File: config.mk
export PLATFORM = sky130hd
export DESIGN_NAME = dwsp_recovery
export DESIGN_NICKNAME = d
export VERILOG_FILES = /design/src/sv/dwsp_pkg.sv /design/src/sv/dwsp_recovery.sv
export SDC_FILE = /design/constraint.sdc
export NUM_CORES = 1
export LEC_CHECK = 0
export ABC_CLOCK_PERIOD_IN_PS = 14400
export BUFFER_PORTS_ARGS = -buffer_cell sky130_fd_sc_hd__buf_4
export CAP_MARGIN = 20
export CORE_ASPECT_RATIO = 1.4
export CORE_MARGIN = 4
export CORE_UTILIZATION = 55
export DETAILED_ROUTE_END_ITERATION = 8
export HOLD_SLACK_MARGIN = 0.06
export PLACE_DENSITY = 0.84
export SYNTH_ARGS = -nofsm -noshare
export SYNTH_HDL_FRONTEND = slang
export SYNTH_SLANG_ARGS = --single-unit
File: constraint.sdc
create_clock -name i_clk -period 14.4 [get_ports i_clk]
set_input_delay 0.72 -clock i_clk [delete_from_list [all_inputs] [get_ports i_clk]]
set_output_delay 0.72 -clock i_clk [all_outputs]
set_load 0.03 [all_outputs]
File: src/sv/dwsp_pkg.sv
// Shared types and constants for the dual wheel speed PI unit.
// Used by dwsp_recovery, dwsp_lane and the top level; depends on nothing.
package dwsp_pkg;

    // Lane pipeline depth (stages between input register and output register)
    localparam int unsigned NUM_STAGES = 6;

    // Fixed field widths
    localparam int unsigned CFG_W    = 20;
    localparam int unsigned TGT_W    = 18;
    localparam int unsigned SPD_W    = 32;
    localparam int unsigned DRV_W    = 16;
    localparam int unsigned DB_W     = 16;
    localparam int unsigned LIM_W    = 15;
    localparam int unsigned TICK_W   = 16;
    localparam int unsigned MAG_W    = 16;
    localparam int unsigned LERR_W   = 8;
    localparam int unsigned ACC_FRAC = 16;

    localparam logic signed [SPD_W-1:0] SPD_MAX = 32'sh7FFF_FFFF;
    localparam logic signed [SPD_W-1:0] SPD_MIN = 32'sh8000_0000;

    // Request codes
    typedef enum logic [1:0] {
        REQ_TICK  = 2'd0,
        REQ_START = 2'd1,
        REQ_STOP  = 2'd2,
        REQ_NONE  = 2'd3
    } t_req;

    // Recovery phases
    typedef enum logic [1:0] {
        PH_TRACK  = 2'd0,
        PH_SEARCH = 2'd1,
        PH_PIVOT  = 2'd2,
        PH_SPIN   = 2'd3
    } t_phase;

    // Configuration register indexes
    typedef enum logic [2:0] {
        CFG_PROP_GAIN     = 3'd0,
        CFG_INTEGRAL_GAIN = 3'd1,
        CFG_DEAD_BAND     = 3'd2,
        CFG_DRIVE_LIMIT   = 3'd3,
        CFG_SEARCH_TICKS  = 3'd4,
        CFG_PIVOT_TICKS   = 3'd5,
        CFG_PIVOT_SPEED   = 3'd6,
        CFG_SPIN_SPEED    = 3'd7
    } t_cfg_idx;

    // Configuration reset values
    localparam logic [CFG_W-1:0]  RST_PROP_GAIN     = 20'd153600;
    localparam logic [CFG_W-1:0]  RST_INTEGRAL_GAIN = 20'd204800;
    localparam logic [DB_W-1:0]   RST_DEAD_BAND     = 16'd328;
    localparam logic [LIM_W-1:0]  RST_DRIVE_LIMIT   = 15'd7800;
    localparam logic [TICK_W-1:0] RST_SEARCH_TICKS  = 16'd20;
    localparam logic [TICK_W-1:0] RST_PIVOT_TICKS   = 16'd50;
    localparam logic [MAG_W-1:0]  RST_PIVOT_SPEED   = 16'd4588;
    localparam logic [MAG_W-1:0]  RST_SPIN_SPEED    = 16'd7209;

    // Per-stage control sent from the top level to both wheel lanes
    typedef struct packed {
        logic [NUM_STAGES:0] move;     // bit 0: item taken, bit k: item leaves stage k
        logic                flt_upd;  // stage 1 item is a control tick
        logic                prev_clr; // stage 3 item is a start
        logic                prev_upd; // stage 3 item is a running tick
        logic                acc_clr;  // stage 5 item is a start
        logic                acc_upd;  // stage 5 item is a running tick
    } t_lane_ctl;

    // Request information carried alongside the lane pipeline
    typedef struct packed {
        t_req   req;
        logic   run;
        t_phase phase;
    } t_op;

endpackage

File: src/sv/dwsp_recovery.sv
// Run/stop mode and line-loss recovery: lost-tick counter, phase and target override.
// Depends on dwsp_pkg.
module dwsp_recovery (
    input  logic                                 i_clk,
    input  logic                                 i_rst_n,
    input  logic                                 i_step,
    input  dwsp_pkg::t_req                       i_req,
    input  logic                                 i_line_lost,
    input  logic                                 i_turn_right,
    input  logic signed [dwsp_pkg::TGT_W-1:0]    i_trk_left,
    input  logic signed [dwsp_pkg::TGT_W-1:0]    i_trk_right,
    input  logic        [dwsp_pkg::TICK_W-1:0]   i_search_ticks,
    input  logic        [dwsp_pkg::TICK_W-1:0]   i_pivot_ticks,
    input  logic        [dwsp_pkg::MAG_W-1:0]    i_pivot_speed,
    input  logic        [dwsp_pkg::MAG_W-1:0]    i_spin_speed,
    output logic                                 o_running,
    output dwsp_pkg::t_phase                     o_phase,
    output logic signed [dwsp_pkg::TGT_W-1:0]    o_tgt_left,
    output logic signed [dwsp_pkg::TGT_W-1:0]    o_tgt_right
);

    logic                              r_running;
    logic [dwsp_pkg::TICK_W-1:0]       r_lost_cnt;
    logic                              n_running;
    logic [dwsp_pkg::TICK_W-1:0]       n_lost_cnt;
    logic [dwsp_pkg::MAG_W-1:0]        turn_mag;
    logic signed [dwsp_pkg::TGT_W-1:0] turn_tgt;

    // Mode and counter update for the item leaving stage 1
    always_comb begin
        n_running  = r_running;
        n_lost_cnt = r_lost_cnt;
        case (i_req)
            dwsp_pkg::REQ_START: begin
                n_running  = 1'b1;
                n_lost_cnt = '0;
            end
            dwsp_pkg::REQ_STOP: begin
                n_running  = 1'b0;
                n_lost_cnt = '0;
            end
            dwsp_pkg::REQ_TICK: begin
                if (!r_running || !i_line_lost) begin
                    n_lost_cnt = '0;
                end else if (r_lost_cnt != '1) begin
                    n_lost_cnt = r_lost_cnt + 1'b1;
                end
            end
            default: begin
            end
        endcase
    end

    // Phase after the update; spin is checked before pivot
    always_comb begin
        if (!n_running || n_lost_cnt == '0) begin
            o_phase = dwsp_pkg::PH_TRACK;
        end else if (n_lost_cnt > i_pivot_ticks) begin
            o_phase = dwsp_pkg::PH_SPIN;
        end else if (n_lost_cnt > i_search_ticks) begin
            o_phase = dwsp_pkg::PH_PIVOT;
        end else begin
            o_phase = dwsp_pkg::PH_SEARCH;
        end
    end

    // Target override: turn toward the side of the last line error
    assign turn_mag = (o_phase == dwsp_pkg::PH_SPIN) ? i_spin_speed : i_pivot_speed;
    assign turn_tgt = dwsp_pkg::TGT_W'($signed({1'b0, turn_mag}));

    always_comb begin
        if (o_phase inside {dwsp_pkg::PH_PIVOT, dwsp_pkg::PH_SPIN}) begin
            o_tgt_left  = i_turn_right ? turn_tgt : -turn_tgt;
            o_tgt_right = i_turn_right ? -turn_tgt : turn_tgt;
        end else begin
            o_tgt_left  = i_trk_left;
            o_tgt_right = i_trk_right;
        end
    end

    assign o_running = n_running;

    always_ff @(posedge i_clk) begin
        if (!i_rst_n) begin
            r_running  <= 1'b0;
            r_lost_cnt <= '0;
        end else if (i_step) begin
            r_running  <= n_running;
            r_lost_cnt <= n_lost_cnt;
        end
    end

`ifndef NO_ASSERTIONS
    // the counter only runs while the motors run
    a_lost_needs_run: assert property (@(posedge i_clk) disable iff (!i_rst_n)
        !r_running |-> (r_lost_cnt == '0))
        else $error("lost-tick counter non-zero while stopped");
`endif

endmodule

After elaboration in Yosys (flattened, before gate mapping) --
Index checks and enable logic that the tools add are counted.
Storage, ports and cells: output and inout bits 39, input bits 107, register bits after elaboration 17, logic and storage cells 32
Operators by class: $lt $le $gt $ge 2, equal/unequal tests 5, add/sub/neg operators 2, reduce and logical (&&, ||, !) cells 9, mux-type cells 12
Operators with widths (count):
- $mux 18 | 4
- $mux 16 | 3
- $gt 16x16->1 | 2
- $pmux 16 s2 | 1
- $neg 16->18 | 1
- $add 16x1->16 const B | 1
- $logic_not 16->1 | 1
- $ne 16x16->1 const B | 1
- $eq 2x2->1 const B | 3
- $mux 2 | 3
- $logic_not 1->1 | 3
- $eq 2x1->1 const B | 1
- $logic_not 2->1 | 1
- $logic_or 1x1->1 | 2
- $pmux 1 s2 | 1
- $reduce_bool 2->1 | 1
- $reduce_or 2->1 | 1

Longest topological paths before layout --
Gate-level depths: netlist of the first run.
depth in word-level cells 13, gate-level depth with buffers 29, depth with buffers taken out 25

Worst setup path before layout of the first run --
No wires, ideal clock.
path type in2out, start point in i_req[0], end point out o_tgt_left[14] (netlist bit), arrival 5795 ps, stages 24, path slack 7885 ps, data required time 13680 ps, path buffers 4, cell sequence ha_1 > buf_2 > a31oi_1 > clkbuf_1 > nor2_1 > ha_1 > a21o_1 > a21o_1 > a21oi_1 > nor2_1 > o21ai_0 > a211o_1 > buf_6 > buf_2 > mux2i_1 > ha_1 > nand2_1 > or3_1 > nor2_1 > nand2_1 > o31ai_1 > mux2_2 > o21ai_0 > o21ai_0
Between the ends: longest elaborated chain between the ends 12, elaborated cells on any way between the ends 21, those cells by class 1 x add/sub; 2 x order compare; 4 x eq/ne; 8 x mux; 6 x reduce/logical
Ends and longest elaborated chain:
- from (decl) | line dwsp_recovery.sv:7 | input dwsp_pkg::t_req i_req,
- $eq 2x2->1 or $eq 2x1->1 (tied branches) | line dwsp_recovery.sv:33 | case (i_req)
- $reduce_or 2->1 (no line)
- $pmux 16 s2 (*) | line dwsp_recovery.sv:33
- via n_lost_cnt, one bit | line dwsp_recovery.sv:25 | logic [dwsp_pkg::TICK_W-1:0] n_lost_cnt;
- $gt 16x16->1 | line dwsp_recovery.sv:60 | end else if (n_lost_cnt > i_search_ticks) begin
- $mux 2 | line dwsp_recovery.sv:60
- $mux 2 | line dwsp_recovery.sv:58 | end else if (n_lost_cnt > i_pivot_ticks) begin
- $mux 2 (*) | line dwsp_recovery.sv:56 | if (!n_running || n_lost_cnt == '0) begin
- $eq 2x2->1 | line dwsp_recovery.sv:68, dwsp_recovery.sv:72
- $mux 16 | line dwsp_recovery.sv:68 | assign turn_mag = (o_phase == dwsp_pkg::PH_SPIN) ? i_spin_speed : i_pivot_speed;
- $neg 16->18 | line dwsp_recovery.sv:73 | o_tgt_left = i_turn_right ? turn_tgt : -turn_tgt;
- $mux 18 | line dwsp_recovery.sv:73
- $mux 18 (*) | line dwsp_recovery.sv:72 | if (o_phase inside {dwsp_pkg::PH_PIVOT, dwsp_pkg::PH_SPIN}) begin
- to (decl) | line dwsp_recovery.sv:18 | output logic signed [dwsp_pkg::TGT_W-1:0] o_tgt_left,
Mark *: on every way through the listed nets, which the timed path passes. The rest lies on a longest branch.

Final worst setup path of the first run --
start point reg r_lost_cnt[0] (netlist bit), end point out o_tgt_left[14] (netlist bit)
Between the ends: longest elaborated chain between the ends 13, elaborated cells on any way between the ends 19, those cells by class 2 x add/sub; 2 x order compare; 3 x eq/ne; 9 x mux; 3 x reduce/logical
Ends and longest elaborated chain:
- from (decl) | line dwsp_recovery.sv:23 | logic [dwsp_pkg::TICK_W-1:0] r_lost_cnt;
- from (signal assigned) | line dwsp_recovery.sv:89 | r_lost_cnt <= n_lost_cnt;
- $add 16x1->16 or $ne 16x16->1 (tied branches) | line dwsp_recovery.sv:46, dwsp_recovery.sv:45
- $mux 16 (*) | line dwsp_recovery.sv:45 | end else if (r_lost_cnt != '1) begin
- $mux 16 (*) | line dwsp_recovery.sv:43 | if (!r_running || !i_line_lost) begin
- $pmux 16 s2 (*) | line dwsp_recovery.sv:33
- via n_lost_cnt, one bit | line dwsp_recovery.sv:25
- $gt 16x16->1 | line dwsp_recovery.sv:60
- $mux 2 | line dwsp_recovery.sv:60
- $mux 2 | line dwsp_recovery.sv:58
- $mux 2 (*) | line dwsp_recovery.sv:56
- $eq 2x2->1 | line dwsp_recovery.sv:68, dwsp_recovery.sv:72
- $mux 16 | line dwsp_recovery.sv:68
- $neg 16->18 | line dwsp_recovery.sv:73
- $mux 18 | line dwsp_recovery.sv:73
- $mux 18 (*) | line dwsp_recovery.sv:72
Marks and branches as above.

==> results_dict.tcl, run 1 <==
set metrics [dict create \
    htreeDepth 1 \
    synth_edf_count 0 \
    worstPathMaxFanout 55 \
    wl_per_cell_um 17.3 \
    period_share_pct 53.4 \
    regToRegEndpoint "r_lost_cnt[3]$_SDFFE_PN0P_" \
    p_int_mw 0.110 \
    avgSynthCellArea_um2 7.27 \
    synth_area_leaders "ha_1 12%, mux2i_1 11%, dfxtp_1 8.6%" \
    drtAntennaViolNets 0 \
    hold-path-cell-count 1 \
    cts.repair.resized 0 \
    insertion_delay_ns 0.26 \
    ios 146 \
    grt_overflow 0 \
    core-area_mm2 0.00698 \
    drv_cap 0 \
    switchingPower_mw 0.0628 \
    status "complete, no violations" \
    grtUsageMet1_pct 31.9 \
    drc 0 \
    yosysMostFrequentCell "nand2_1" \
    totalPowerFinal_mw 0.173 \
    track_usage_pct 29.8 \
    pre_cts_ws_ns 7.03 \
    synth_top_area_cell "ha_1" \
    antenna_found_initial 0 \
    power.leakage_nw 2.60 \
    reg2regPathDepth 10 \
    cts_setup_buffers 0 \
    die_x_um 79.5 \
    tns_ns 0 \
    setup_viol 0 \
    grt_max_degree 56 \
    worst-r2r-setup-slack_ns 11.73 \
    grt_use_met2_pct 57.6 \
    rsz0062_at_grt "false" \
    placed_cells 754 \
    cp_num_buf_inv 2 \
    hpwl_mm 10.7 \
    path_clk_slew_ns 0.07 \
    seq_power_share_pct 27.7 \
    combPwrFrac_pct 50.9 \
    routed_wirelength_mm 13.1 \
    synth_nets 686 \
    hold_path_class "reg2reg" \
    worst_path_max_delay_cell "nor4_4" \
    cts_root_buffer "clkbuf_8" \
    r2r_start "r_lost_cnt[0]$_SDFFE_PN0P_" \
    cts_buffers 3 \
    arrival_ns 6.97 \
    worstPathRequired_ns 13.68 \
    ir_worst_vdd_mv 0.0493 \
    skew_ns 0.00208 \
    start_util_pct 56.5 \
    slew_viol_final 0 \
    yosysUniqueCellTypes 68 \
    synthTopCellsByCount "58 x nand2_1, 43 x mux2i_1, 42 x nor2_1" \
    fin_cells 758 \
    fin_crit_ns 7.69 \
    cts_tree "yes" \
    max_slew_margin_pct 45.7 \
    gr-usage-met3_pct 2.58 \
    synth-seq-area-share_pct 8.63 \
    die_height_um 108 \
    ys_seq_elements 17 \
    hold_viol_final 0 \
    first_global_vias 4502 \
    gp_congestion 0.969 \
    sw_frac_of_total_pct 36.3 \
    clkSinkCount 17 \
    portBuffers 145 \
    drt_iter0_markers 300 \
    synth_flop_cell "dfxtp_1" \
    num-fill-cells 600 \
    cp_top_family "simple AND/OR/NAND/NOR gates" \
    drive_above_1_share_pct 27.8 \
    worst_slew_pin_slew_ns 0.812 \
    synthesis.area_mm2 0.00394 \
    multi_input_area_mm2 0.00327 \
    rows 36 \
    cts_buffer_depth 2 \
    synthCells 542 \
    hold_start "r_running$_SDFFE_PN0P_" \
    register_area_um2 340 \
    via_count 4659 \
    postCtsHoldBufs 0 \
    grt_pass1_wl_mm 21.0 \
    yosys_warnings 0 \
    dr.pass1.iters 5 \
    die_area_mm2 0.00860 \
    power.density_mw_per_mm2 34.3 \
    synth_top_area_share_pct 11.7 \
    fmax_mhz 130 \
    critPathMaxStageDelay_ns 0.70 \
    fin_nets 808 \
    final.setup.worst_slack_ns 6.71 \
    grt_busiest_layer "met2" \
    crit_type "reg2out" \
    worstHoldEndpoint "r_running$_SDFFE_PN0P_" \
    critPathLaunchType "register" \
    power_frac_clock_pct 21.4 \
    synth_async_sr_flop_share_pct 0 \
    end_kind "output pin" \
    avgViaCountPerCell 6.15 \
    num_antenna_cells 0 \
    hold_ws_ns 0.580 \
    area_growth_pct 27.9 \
]
==> worst max-delay path by stage <==
stage / from / endpoint / slack (ns) / cells past startpoint
floorplan: i_req[0] / o_tgt_left[14] / 7.89 / 24
global placement: i_req[0] / o_tgt_left[14] / 7.20 / 24
detailed placement: i_req[0] / o_tgt_left[14] / 7.03 / 24
CTS: r_lost_cnt[0]$_SDFFE_PN0P_ / o_tgt_left[14] / 6.82 / 27
global route: r_lost_cnt[0]$_SDFFE_PN0P_ / o_tgt_left[12] / 6.10 / 27
finish: r_lost_cnt[0]$_SDFFE_PN0P_ / o_tgt_left[14] / 6.71 / 27
==> routing by layer <==
layer,vias to the layer above,routed length [µm]
li1,2232,-
met1,2182,4570
met2,202,6980
met3,43,941
met4,0,586
met5,-,0
==> cell families after synthesis <==
family | synth area share (%)
xor gates and xnor gates | 3.56
AOI/OAI and AO/OA | 23.0
buffers and inverters | 8.51
adders and majority gates | 11.7
muxes | 15.5
DFF | 8.64
and+or+nand+nor | 29.0
==> final cells by class <==
cell class | instances | share of cell area (%)
clock buffer | 4 | 0.894
inverter | 40 | 2.98
multi-input combinational | 453 | 64.8
sequential | 17 | 6.75
tap | 95 | 2.36
timing repair buffer | 149 | 22.2
==> metrics by stage <==
stage | util, % | instance area (µm²)
floorplan | - | 3940
global placement | 71.5 | 4990
detailed placement | 71.5 | 4990
CTS | 72.2 | 5040
global route | 72.2 | 5040
finish | 72.2 | 5040
==> flip-flops by register name, indices dropped and copies added, names as in the netlist <==
register    count
r_running       1
r_lost_cnt     16
==> power by group through the flow <==
stage	Combinational, mW	Sequential (mW)	Clock (mW)
2_1_floorplan	0.0437	0.0487	0
3_3_place_gp	0.0855	0.0488	0
3_5_place_dp	0.0875	0.0489	0
4_1_cts	0.0879	0.0478	0.0367
5_1_grt	0.0950	0.0479	0.0396
6_report	0.0880	0.0478	0.0370
==> cell usage in the layout (no fill, tap or decap), drive strengths merged, types with 15 or more instances in the layout <==
master and count:
a21oi 31, buf 149, dfxtp 17, ha 37, inv 40, mux2i 44
nand2 58, nand4 15, nor2 43, nor2b 21, nor3 15, nor4 15
o21ai 30
Note: power is estimated with default switching activity, not from simulation.
==> inputs of run 2 (changes only) <==
- ABC_CLOCK_PERIOD_IN_PS: 14400 -> 7500
- CORE_UTILIZATION: 55 -> 52
- PLACE_DENSITY: 0.84 -> 0.8
- clock period: 14.4 -> 7.5 ns (I/O delays scaled with it)
==> run 2 against run 1 <==
- clock power increased by 100%
- critical path depth shrank 4
- non-clock buffer count down 1
- routed wire length is 0.86% lower
- global-route usage is 2.3 points lower
- sequential power increased by 92%
- first-iteration DRC count is 26% lower
- hold slack worse by 0.12 ns
==> results_dict.tcl, run 2 (same netlist as run 1, synthesis figures left out) <==
set metrics [dict create \
    status "complete, no violations" \
    crit_type "reg2out" \
    fin_nets 807 \
    start_util_pct 53.5 \
    cts_root_buffer "clkbuf_8" \
    top_register "r_lost_cnt" \
    track_usage_pct 27.5 \
    ios 146 \
    path_clk_slew_ns 0.08 \
    slew_viol_final 0 \
    die_area_mm2 0.00906 \
    cts.repair.resized 0 \
    hold_viol_final 0 \
    layout_commonest_cell "buf_4" \
    worst_slew_pin_slew_ns 0.718 \
    die_height_um 111 \
    fmax_mhz 150 \
    power.density_mw_per_mm2 66.3 \
    die_x_um 81.6 \
    setup_viol 0 \
    postCtsHoldBufs 0 \
    dr.pass1.iters 5 \
    reg_top3 "r_lost_cnt (16), r_running (1)" \
    insertion_delay_ns 0.26 \
    drt_iter0_markers 223 \
    clkSinkCount 17 \
    htreeDepth 1 \
    totalPowerFinal_mw 0.334 \
    fin_cells 759 \
    grt_max_degree 51 \
    cts_tree "yes" \
    fin_crit_ns 6.67 \
    gp_congestion 0.966 \
    first_global_vias 4476 \
    cts_setup_buffers 0 \
    grt_pass1_wl_mm 20.4 \
    num_antenna_cells 0 \
    skew_ns 0.00914 \
    ir_worst_vdd_mv 0.134 \
    largest_register_ffs 16 \
    arrival_ns 6.29 \
    period_share_pct 88.9 \
    via_count 4620 \
    grt_overflow 0 \
    rows 37 \
    tns_ns 0 \
    drive_above_1_share_pct 27.8 \
    avgViaCountPerCell 6.09 \
    critPathLaunchType "register" \
    end_kind "output pin" \
    fin_area_mm2 0.00504 \
    max_slew_margin_pct 51.8 \
    worstPathMaxFanout 15 \
    core-area_mm2 0.00736 \
    hpwl_mm 10.6 \
    drv_cap 0 \
    routed_wirelength_mm 13.0 \
    rsz0062_at_grt "false" \
    wl_per_cell_um 17.1 \
    worstPathRequired_ns 7.12 \
    post_dp_cell_area_mm2 0.00499 \
    cts_buffers 3 \
    placed_cells 755 \
    post-route-util_pct 68.5 \
    area_growth_pct 27.8 \
    drc 0 \
    hold_path_class "in2reg" \
    antenna_found_initial 0 \
    cts_buffer_depth 2 \
    mostFrequentLayoutCells "148 x buf_4, 58 x nand2_1, 43 x mux2i_1" \
    drtAntennaViolNets 0 \
    portBuffers 145 \
    power.leakage_nw 2.59 \
]
## run 2: through the flow
step	worst slack [ns]	hold slack (ns)
after floorplan	1.58	0.495
after global placement	1.45	0.512
after detailed placement	1.20	0.532
final	0.832	0.458
after CTS	0.892	0.455
after global routing	0.202	0.462
## run 2: final cells by class
type | count | area, µm²
multi-input cells | 453 | 3270
fillers | 702 | 2320
repair buffers | 148 | 1110
flip-flops and latches | 17 | 340
inverters | 40 | 150
well taps | 97 | 121
clock buffers | 3 | 41.3
clock inverters | 1 | 7.51
## run 2: path summary, 6_finish.rpt
| kind | from | to | slack (ns) | cells after the start |
|---|---|---|---|---|
| worst max-delay path | r_lost_cnt[0]$_SDFFE_PN0P_ | o_tgt_left[14] | 0.83 | 23 |
| worst min-delay path | i_rst_n | r_lost_cnt[5]$_SDFFE_PN0P_ | 0.46 | 2 |
| worst min register to register | r_running$_SDFFE_PN0P_ | r_running$_SDFFE_PN0P_ | 0.55 | 1 |
| worst max register to register | r_lost_cnt[0]$_SDFFE_PN0P_ | r_lost_cnt[3]$_SDFFE_PN0P_ | 4.94 | 10 |
## run 2: power breakdown
part	internal (mW)	switching, mW	total, mW
combinational	0.0821	0.0857	0.168
sequential	0.0908	0.000876	0.0917
clock	0.0375	0.0368	0.0743
total	0.210	0.123	0.334
## run 2: routing by layer
layer / part of all wire, % / global-route usage [%] / vias to the layer above
met3: 8.0 / 3.01 / 51
met1: 36 / 30.0 / 2152
met5: 0 / 0 / -
li1: - / - / 2224
met4: 5.4 / 15.1 / 0
met2: 51 / 49.5 / 193
## run 2: critical path, stage by stage (launching register included)
cell     delay [ns]
dfxtp_1        0.47
ha_1           0.26
nand3_1        0.20
nor4_4         0.67
o21ai_0        0.19
a21oi_1        0.37
ha_1           0.33
o21a_1         0.19
o21a_1         0.17
o21ai_0        0.15
nor2_1         0.05
o21ai_0        0.34
a211o_2        0.29
mux2i_1        0.35
ha_1           0.27
nand2_1        0.09
or3_1          0.38
nor2_1         0.20
nand2_1        0.18
o31ai_1        0.24
mux2_2         0.19
o21ai_0        0.06
o21ai_0        0.20
buf_4          0.19
